### src/rtl/clfd_pkg.sv
// Package for the channel length frame deframer.
// Holds parse phase encoding, result kinds and register indexes; no dependencies.
`default_nettype none
package clfd_pkg;

    localparam int unsigned BYTE_W = 8;
    localparam int unsigned LEN_W  = 12;
    localparam int unsigned CH_W   = 4;
    localparam int unsigned CFG_W  = 16;
    localparam int unsigned CFG_IDX_W = 1;

    localparam logic [LEN_W-1:0] LEN_RESET_MAX = 12'hFFF;

    typedef enum logic [2:0] {
        PH_HDR_HI  = 3'b001,
        PH_HDR_LO  = 3'b010,
        PH_PAYLOAD = 3'b100
    } t_phase;

    typedef enum logic {
        KIND_DATA     = 1'b0,
        KIND_OVERSIZE = 1'b1
    } t_kind;

    localparam logic [CFG_IDX_W-1:0] REG_CH_MASK = 1'b0;
    localparam logic [CFG_IDX_W-1:0] REG_MAX_LEN = 1'b1;

endpackage
`default_nettype wire

### src/rtl/channel_length_frame_deframer_unit.sv
// Top level of the channel length frame deframer.
// Depends on clfd_pkg for the phase encoding, result kinds and register indexes.
//
//  channel | direction | fields                                        | handshake
//  --------+-----------+-----------------------------------------------+------------------
//  rx      | in        | rx_byte                                       | i_valid / o_stall
//  result  | out       | kind, channel, payload_byte, last, frame_len  | o_valid / i_stall
//  config  | in        | index 0 channel mask, 1 max payload length    | i_cfg_we
//
// One byte per cycle while o_stall is low; each request passes through one
// result register, so a result appears the cycle after its byte is taken. The
// input is stalled only while a result is held and the output is stalled. Reset
// (synchronous) returns the parser to the first header byte, mask 0, maximum 4095.
`default_nettype none
module channel_length_frame_deframer_unit
    import clfd_pkg::*;
#(
    parameter int unsigned NUM_CHANNELS = 16
) (
    input  wire logic                 i_clk,
    input  wire logic                 i_rst_n,
    input  wire logic                 i_cfg_we,
    input  wire logic [CFG_IDX_W-1:0] i_cfg_index,
    input  wire logic [CFG_W-1:0]     i_cfg_data,
    input  wire logic                 i_valid,
    output      logic                 o_stall,
    input  wire logic [BYTE_W-1:0]    i_rx_byte,
    output      logic                 o_valid,
    input  wire logic                 i_stall,
    output      logic                 o_kind,
    output      logic [CH_W-1:0]      o_channel,
    output      logic [BYTE_W-1:0]    o_payload_byte,
    output      logic                 o_last,
    output      logic [LEN_W-1:0]     o_frame_length
);

    logic [NUM_CHANNELS-1:0] r_mask;
    logic [LEN_W-1:0]        r_max_len;
    t_phase                  r_phase, n_phase;
    logic [BYTE_W-1:0]       r_hdr_hi, n_hdr_hi;
    logic [CH_W-1:0]         r_cur_ch, n_cur_ch;
    logic [LEN_W-1:0]        r_cur_len, n_cur_len;
    logic [LEN_W-1:0]        r_taken, n_taken;
    logic                    r_discard, n_discard;

    logic                    r_out_valid;
    logic                    r_out_kind, n_out_kind;
    logic [CH_W-1:0]         r_out_ch, n_out_ch;
    logic [BYTE_W-1:0]       r_out_byte, n_out_byte;
    logic                    r_out_last, n_out_last;
    logic [LEN_W-1:0]        r_out_len, n_out_len;
    logic                    n_emit;

    logic                    in_take;
    logic [LEN_W-1:0]        hdr_len;
    logic [CH_W-1:0]         hdr_ch;
    logic [LEN_W-1:0]        taken_inc;
    logic                    ch_on;

    assign o_stall = r_out_valid & i_stall;
    assign in_take = i_valid & ~o_stall;

    assign hdr_ch    = r_hdr_hi[BYTE_W-1 -: CH_W];
    assign hdr_len   = {r_hdr_hi[BYTE_W-CH_W-1:0], i_rx_byte};
    assign taken_inc = r_taken + LEN_W'(1);

    always_comb begin
        ch_on = 1'b0;
        for (int c = 0; c < NUM_CHANNELS; c++) begin
            if (r_cur_ch == CH_W'(c)) begin
                ch_on = r_mask[c];
            end
        end
    end

    always_comb begin
        n_phase    = r_phase;
        n_hdr_hi   = r_hdr_hi;
        n_cur_ch   = r_cur_ch;
        n_cur_len  = r_cur_len;
        n_taken    = r_taken;
        n_discard  = r_discard;
        n_emit     = 1'b0;
        n_out_kind = KIND_DATA;
        n_out_ch   = r_cur_ch;
        n_out_byte = i_rx_byte;
        n_out_last = 1'b0;
        n_out_len  = r_cur_len;
        case (r_phase)
            PH_HDR_LO: begin
                n_cur_ch  = hdr_ch;
                n_cur_len = hdr_len;
                n_taken   = '0;
                n_out_ch  = hdr_ch;
                n_out_len = hdr_len;
                if (hdr_len == '0) begin
                    n_phase   = PH_HDR_HI;
                    n_discard = 1'b0;
                end else begin
                    n_phase   = PH_PAYLOAD;
                    n_discard = hdr_len > r_max_len;
                    if (hdr_len > r_max_len) begin
                        n_emit     = 1'b1;
                        n_out_kind = KIND_OVERSIZE;
                        n_out_byte = '0;
                    end
                end
            end
            PH_PAYLOAD: begin
                n_taken    = taken_inc;
                n_out_last = taken_inc == r_cur_len;
                if (taken_inc == r_cur_len) begin
                    n_phase = PH_HDR_HI;
                    n_taken = '0;
                end
                n_emit = ~r_discard & ch_on;
            end
            default: begin
                n_hdr_hi = i_rx_byte;
                n_phase  = PH_HDR_LO;
            end
        endcase
    end

    always_ff @(posedge i_clk) begin
        if (!i_rst_n) begin
            r_mask    <= '0;
            r_max_len <= LEN_RESET_MAX;
        end else if (i_cfg_we) begin
            case (i_cfg_index)
                REG_CH_MASK: r_mask    <= i_cfg_data[NUM_CHANNELS-1:0];
                REG_MAX_LEN: r_max_len <= i_cfg_data[LEN_W-1:0];
                default: ;
            endcase
        end
    end

    always_ff @(posedge i_clk) begin
        if (!i_rst_n) begin
            r_phase   <= PH_HDR_HI;
            r_hdr_hi  <= '0;
            r_cur_ch  <= '0;
            r_cur_len <= '0;
            r_taken   <= '0;
            r_discard <= 1'b0;
        end else if (in_take) begin
            r_phase   <= n_phase;
            r_hdr_hi  <= n_hdr_hi;
            r_cur_ch  <= n_cur_ch;
            r_cur_len <= n_cur_len;
            r_taken   <= n_taken;
            r_discard <= n_discard;
        end
    end

    always_ff @(posedge i_clk) begin
        if (!i_rst_n) begin
            r_out_valid <= 1'b0;
        end else if (!o_stall) begin
            r_out_valid <= in_take & n_emit;
        end
    end

    always_ff @(posedge i_clk) begin
        if (!o_stall) begin
            r_out_kind <= n_out_kind;
            r_out_ch   <= n_out_ch;
            r_out_byte <= n_out_byte;
            r_out_last <= n_out_last;
            r_out_len  <= n_out_len;
        end
    end

    assign o_valid        = r_out_valid;
    assign o_kind         = r_out_kind;
    assign o_channel      = r_out_ch;
    assign o_payload_byte = r_out_byte;
    assign o_last         = r_out_last;
    assign o_frame_length = r_out_len;

endmodule
`default_nettype wire

### config.mk
export PLATFORM = sky130hd
export DESIGN_NAME = channel_length_frame_deframer_unit
export DESIGN_NICKNAME = d
export VERILOG_FILES = /design/src/rtl/clfd_pkg.sv /design/src/rtl/channel_length_frame_deframer_unit.sv
export SDC_FILE = /design/constraint.sdc
export NUM_CORES = 1
export LEC_CHECK = 0
export BUFFER_PORTS_ARGS = -buffer_cell sky130_fd_sc_hd__buf_2
export CORE_ASPECT_RATIO = 1.4
export CORE_MARGIN = 4
export CORE_UTILIZATION = 52
export DETAILED_ROUTE_END_ITERATION = 16
export PLACE_DENSITY = 0.81
export SLEW_MARGIN = 20
export SYNTH_ARGS = -nofsm -noshare
export SYNTH_HDL_FRONTEND = slang
export SYNTH_SLANG_ARGS = --single-unit
### constraint.sdc
create_clock -name i_clk -period 2.2 [get_ports i_clk]
set_input_delay 0.22 -clock i_clk [delete_from_list [all_inputs] [get_ports i_clk]]
set_output_delay 0.22 -clock i_clk [all_outputs]
set_load 0.01 [all_outputs]
==> results.cfg, run 1 <==
[run_status]
status = finished with violations
failed_checks = negative setup slack

[clocking]
cts.reportedPaths.clkPinSlew_ps = 70
cts_tree = done
cts.sinks = 95
clockBufferDepth = 2
insertion_delay_ps = 350
cts_htree_levels = 3
cts-root-buf = clkbuf_16
cts_made_buffers = 9

[logic_synthesis]
seq_area_frac_synth_pct = 47.7
synth-simple-area-share_pct = 19.0
synth_edf_count = 26
synth-compound-area-share_pct = 14.7
synth_top_family_by_area = simple AND/OR/NAND/NOR gates
synth_seq_cells = 95
synthAdderAreaFrac_pct = 3.59
synth_area_per_cell_um2 = 9.32
syn_inst = 486
yosys.area_share.xor_xnor_pct = 3.09
ys_warn_count = 0
async_reset_ff_share_pct = 0
synth_mux_area_share_pct = 7.21
synth_area_um2 = 4530
syn-num-nets = 529
synthFlopType = dfxtp_1
synthDistinctLibCells = 55

[pwr]
power_mw = 3.94
p_leak_nw = 2.40
p_per_area_nw_per_um2 = 719
ir_worst_vdd_uv = 603

[critical_path]
slowest_stage = or4_4
crit_family = compound AO/OA/AOI/OAI gates
path_max_fanout = 8
crit_chain = buf_4 > nand4_2 > or4_4 > o21a_1 > a21boi_2 > a31o_4 > o21bai_1 > a21o_1
path_class = reg -> reg
critPathBufInv = 1
worstPathRequired_ps = 2440
startpoint_type = flip-flop
end_kind = flip-flop
crit_arrival_ps = 2460
slowest_delay_ps = 560

[timing]
hold_slack_ps = 108
max_freq_ghz = 0.451
finClkSkew_ps = 9.78
fin_crit_ps = 2220
fin_crit_sh_pct = 101
final-setup-viol-count = 1
rsz0062_at_grt = yes
worst_pin_slew_ps = 863
setup_ws_ps = -17.4
relSlewSlack_pct = 42.3
drv_slew = 0
finalHoldViolCount = 0

[floorplan]
die_width_um = 86.9
ios = 58
core_um2 = 8560
die_h_um = 118
start_util_pct = 52.9
row_count = 40
design.die.area_um2 = 10300

[drt]
route.detailed.drc = 0
vias_per_cell = 5.81
first_iter_violations = 259
vias = 3826
wl_per_cell_um = 16.9
drtPass1Iterations = 5
drt-total-wl_um = 11100
ant_nets = 0

[global_routing]
grt_antenna_before_repair = 0
use_met2_pct = 39.3
grt_pass1_vias = 3954
grt_most_used_layer = met2
grt_pass1_wl_um = 18300
grt.total_usage_pct = 22.5
met1_usage_pct = 24.4
grt_max_degree = 46
met3_usage_pct = 3.28
overflow = 0

[finish]
insertedDiodeCount = 0
fillers = 680
final_nets = 591
synthToLayoutAreaGrowth_pct = 21.1
drive_gt1_share_pct = 27.7

[place]
place.gp.congestion = 0.889
port-buffer-count = 57
hpwl_um = 7750

[run]
drv_cap = 0

[hold_path]
worstHoldPathType = in -> reg
==> sequential cells by signal (all words and copies together), names as in the netlist <==
name / cells
r_hdr_hi: 8
o_valid: 1
o_channel: 4
r_cur_ch: 4
o_last: 1
r_cur_len: 12
r_discard: 1
r_mask: 16
o_frame_length: 12
r_max_len: 12
r_taken: 12
o_kind: 1
o_payload_byte: 8
r_phase: 3
==> cells in the mapped netlist, drive strengths merged, types with 2 or more instances <==
| cell | count | area share [%] |
|---|---|---|
| a211oi | 3 | 0.50 |
| a21boi | 2 | 0.41 |
| a21o | 11 | 1.8 |
| a21oi | 44 | 4.9 |
| a31o | 2 | 0.58 |
| and2 | 8 | 1.1 |
| and3 | 3 | 0.41 |
| and4 | 2 | 0.39 |
| buf | 10 | 1.2 |
| clkbuf | 20 | 1.7 |
| dfxtp | 69 | 30 |
| edfxtp | 26 | 17 |
| ha | 13 | 3.6 |
| inv | 21 | 1.7 |
| mux2 | 17 | 4.2 |
| mux2i | 9 | 2.0 |
| mux4 | 2 | 0.99 |
| nand2 | 94 | 7.8 |
| nand2b | 7 | 0.97 |
| nand3 | 10 | 1.1 |
| nand4 | 7 | 1.1 |
| nor2 | 23 | 1.9 |
| nor2b | 4 | 0.55 |
| nor3 | 10 | 1.4 |
| nor3b | 5 | 0.83 |
| nor4 | 4 | 0.55 |
| o211ai | 17 | 2.8 |
| o21ai | 6 | 0.66 |
| o21bai | 2 | 0.33 |
| or2 | 2 | 0.28 |
| or3 | 3 | 0.41 |
| xnor2 | 9 | 1.7 |
| xor2 | 7 | 1.4 |
==> what timing repair did <==
item	in CTS	in global routing
hold buffers	0	0
resized for setup	8	26
endpoints found under the setup margin	10	15
cloned	2	0
hold endpoints to repair	0	0
pin swaps	2	16
buffers inserted	0	3
==> final timing paths <==
path,from,end,slack [ps],cells past startpoint
max,r_taken[1]$_SDFFE_PN0P_,r_taken[2]$_SDFFE_PN0P_,-20,8
min,i_cfg_data[12],r_mask[12]$_SDFFE_PN0P_,110,3
max reg2reg,r_taken[1]$_SDFFE_PN0P_,r_taken[2]$_SDFFE_PN0P_,-20,8
min reg2reg,r_mask[12]$_SDFFE_PN0P_,r_mask[12]$_SDFFE_PN0P_,450,2
==> report_power, final <==
part           leakage [nW]  internal, mW  switching [mW]  total (mW)
combinational          1.37         0.137           0.187       0.324
sequential            0.872          1.85          0.0338        1.89
clock                 0.164          1.02           0.711        1.73
total                  2.40          3.01           0.932        3.94
==> cell usage in the layout, fill, tap and decap left out, drive strengths merged, types with 3 or more instances in the layout <==
| cell type | n |
|---|---|
| nand2 | 94 |
| buf | 80 |
| dfxtp | 69 |
| a21oi | 44 |
| edfxtp | 26 |
| inv | 25 |
| nor2 | 23 |
| o211ai | 17 |
| mux2 | 17 |
| ha | 13 |
| a21o | 11 |
| nand3 | 10 |
| nor3 | 10 |
| xnor2 | 9 |
| mux2i | 9 |
| clkbuf | 9 |
| and2 | 8 |
| xor2 | 7 |
| nand4 | 7 |
| nand2b | 7 |
| o21ai | 6 |
| nor3b | 5 |
| nor2b | 4 |
| nor4 | 4 |
| and3 | 3 |
| a211oi | 3 |
| a31o | 3 |
| or3 | 3 |
==> worst min-delay path, delay by kind of cell <==
family | cells | cell delay [ps]
buffers and inverters | 1 | 90
AND/OR/NAND/NOR | 1 | 40
AO/OA/AOI/OAI | 1 | 50
==> cell type report <==
| type | count | area (um^2) | area share [%] |
|---|---|---|---|
| clock buffer | 9 | 225 | 4.11 |
| inverter | 21 | 78.8 | 1.44 |
| timing repair buffer | 80 | 459 | 8.37 |
| multi-input combinational | 341 | 2310 | 42.1 |
| tap | 105 | 131 | 2.40 |
| clock inverter | 7 | 109 | 1.98 |
| sequential | 95 | 2170 | 39.6 |
==> routing by layer <==
metal / part of all wire, % / routed length (um) / vias up
li1: - / - / 1829
met1: 38 / 4280 / 1843
met2: 53 / 5880 / 122
met3: 4.7 / 520 / 32
met4: 4.0 / 440 / 0
met5: 0 / 0 / -
==> cell families (layout without fill, tap and decap cells) <==
logic type	Yosys count	in the layout
adders and majority gates	13	13
DFF	95	95
and+or+nand+nor	183	183
AOI/OAI and AO/OA	100	101
buffers and inverters	51	117
xor gates and xnor gates	16	16
muxes	28	28
==> through the flow <==
step / util [%] / instances / cell area, um^2 / setup TNS (ps) / setup WS (ps)
6_report: 64.1 / 658 / 5490 / -17.4 / -17.4
4_1_cts: 62.6 / 655 / 5360 / 0 / 44.1
3_3_place_gp: 58.0 / 637 / 4960 / 0 / 67.0
2_1_floorplan: - / 486 / 4530 / 0 / 11.5
3_5_place_dp: 58.0 / 637 / 4960 / -550 / -101
5_1_grt: 64.1 / 658 / 5490 / -454 / -91.0
No activity file was read; power rests on OpenSTA's default activity.
==> run 2: changes to the inputs <==
--- a/config.mk
+++ b/config.mk
@@ -6,11 +6,10 @@
 export NUM_CORES = 1
 export LEC_CHECK = 0
 export BUFFER_PORTS_ARGS = -buffer_cell sky130_fd_sc_hd__buf_2
-export CORE_ASPECT_RATIO = 1.4
 export CORE_MARGIN = 4
-export CORE_UTILIZATION = 52
+export CORE_UTILIZATION = 40
 export DETAILED_ROUTE_END_ITERATION = 16
-export PLACE_DENSITY = 0.81
+export PLACE_DENSITY = 0.66
 export SLEW_MARGIN = 20
 export SYNTH_ARGS = -nofsm -noshare
 export SYNTH_HDL_FRONTEND = slang
==> results.cfg, run 2 (synthesized netlist as in run 1, its figures left out) <==
[critical_path]
slowest_stage = dfxtp_2
crit_chain = ha_4 > nand2b_1 > o211a_1 > o32a_1 > nor4_4 > a31o_2 > a21oi_1 > a21o_1
crit_end = r_taken[11]$_SDFFE_PN0P_
timing.rr.start = r_taken[0]$_SDFFE_PN0P_
r2r-end = r_taken[11]$_SDFFE_PN0P_
path_class = reg -> reg
startpoint_type = flip-flop
r2r_slack_ps = 50
r2r_cells = 8
slowest_delay_ps = 370
worstPathRequired_ps = 2440
path_max_fanout = 7
end_kind = flip-flop
crit_arrival_ps = 2390
startpoint = r_taken[0]$_SDFFE_PN0P_

[drt]
wl_per_cell_um = 15.4
route.detailed.drc = 0
ant_nets = 0
drt-total-wl_um = 10700
vias = 3634
first_iter_violations = 152
vias_per_cell = 5.24
drtPass1Iterations = 4

[clocking]
cts.sinks = 95
cts.reportedPaths.clkPinSlew_ps = 70
cts-root-buf = clkbuf_16
cts_made_buffers = 9
insertion_delay_ps = 340
cts_setup_buffers = 0
cts_htree_levels = 3
clockBufferDepth = 2
cts_tree = done

[timing]
setup_ws_ps = 45.3
rsz0062_at_grt = yes
finalHoldViolCount = 0
fin_crit_ps = 2150
finClkSkew_ps = 5.42
fin_crit_sh_pct = 97.9
worst_pin_slew_ps = 780
max_freq_ghz = 0.464
setup_tns_ps = 0
drv_slew = 0
final-setup-viol-count = 0
relSlewSlack_pct = 48.0

[global_routing]
grt_antenna_before_repair = 0
grt_pass1_vias = 3493
overflow = 0
grt.total_usage_pct = 16.6
grt_pass1_wl_um = 17300
grt_max_degree = 30

[run]
drv_cap = 0

[pwr]
ir_worst_vdd_uv = 398
p_per_area_nw_per_um2 = 688
power_mw = 3.71
p_leak_nw = 2.34

[place]
preCtsSetupSlack_ps = 9.77
place.gp.congestion = 0.803
place_inst = 676
port-buffer-count = 57
hpwl_um = 7640

[hold_path]
min_from = i_cfg_data[12]
worstHoldPathType = in -> reg

[finish]
synthToLayoutAreaGrowth_pct = 19.2
final_cell_mix = nand2_1, dfxtp_1, buf_2
insertedDiodeCount = 0
drive_gt1_share_pct = 25.9
regMostFlops = r_mask
largest_register_ff_count = 16
final_cells = 693
final_nets = 591
final_common_cell = nand2_1

[floorplan]
row_count = 38
design.die.area_um2 = 13100
start_util_pct = 41.2
die_width_um = 114
die_h_um = 114
core_um2 = 11000
ios = 58

[run_status]
status = complete, no violations
[run 2: changes by cell type in the layout (fill, tap and decap cells not counted), sizes merged]
cell	previous run	this run
bufinv	2	0
clkinvlp	0	2
[run 2: how the worst min path moves through the flow]
stage | end | slack [ps] | cells past startpoint
floorplan | r_mask[0]$_SDFFE_PN0P_ | 360 | 2
global route | r_mask[15]$_SDFFE_PN0P_ | 120 | 3
global placement | r_mask[7]$_SDFFE_PN0P_ | 440 | 2
detailed placement | r_mask[13]$_SDFFE_PN0P_ | 450 | 2
finish | r_mask[12]$_SDFFE_PN0P_ | 110 | 3
CTS | r_mask[12]$_SDFFE_PN0P_ | 110 | 3
[run 2: critical path: cells and delay by family (launching register included)]
family	cells	cell delay, ps
compound gates	5	1070
simple gates	2	430
flops	1	370
fa+ha+maj	1	170
[run 2: routing by layer]
layer  wire, um  vias to the layer above  GRT usage [%]
met3        594                       22           4.76
met4        207                        0           5.15
met1       4920                     1700           22.6
met2       4950                       90           25.4
li1           -                     1822              -
met5          0                        -              0
[run 2: final cells by class]
class / count / area (um^2)
inverter: 21 / 78.8
sequential: 95 / 2170
fill: 1035 / 5590
timing repair buffer: 80 / 462
multi-input combinational: 341 / 2220
tap: 140 / 175
clock buffer: 9 / 225
clock inverter: 7 / 63.8
[run 2: where the power goes]
group	switching, mW	leakage, nW	internal [mW]
clock	0.719	0.136	0.792
combinational	0.180	1.33	0.136
sequential	0.0325	0.872	1.85
[run 2: per-stage QoR]
step                utilization, %  instance area [um^2]  hold WS (ps)
finish                        49.1                  5400           114
detailed placement            45.9                  5040           448
global placement              45.9                  5040           442
global route                  49.1                  5400           120
floorplan                        -                  4530           356
CTS                           48.6                  5330           106
[run 2: what timing repair did]
action	CTS	global route
pin swaps	1	6
resized for setup	1	16
gates cloned	0	1
setup endpoints to repair	1	15
hold buffers	0	0
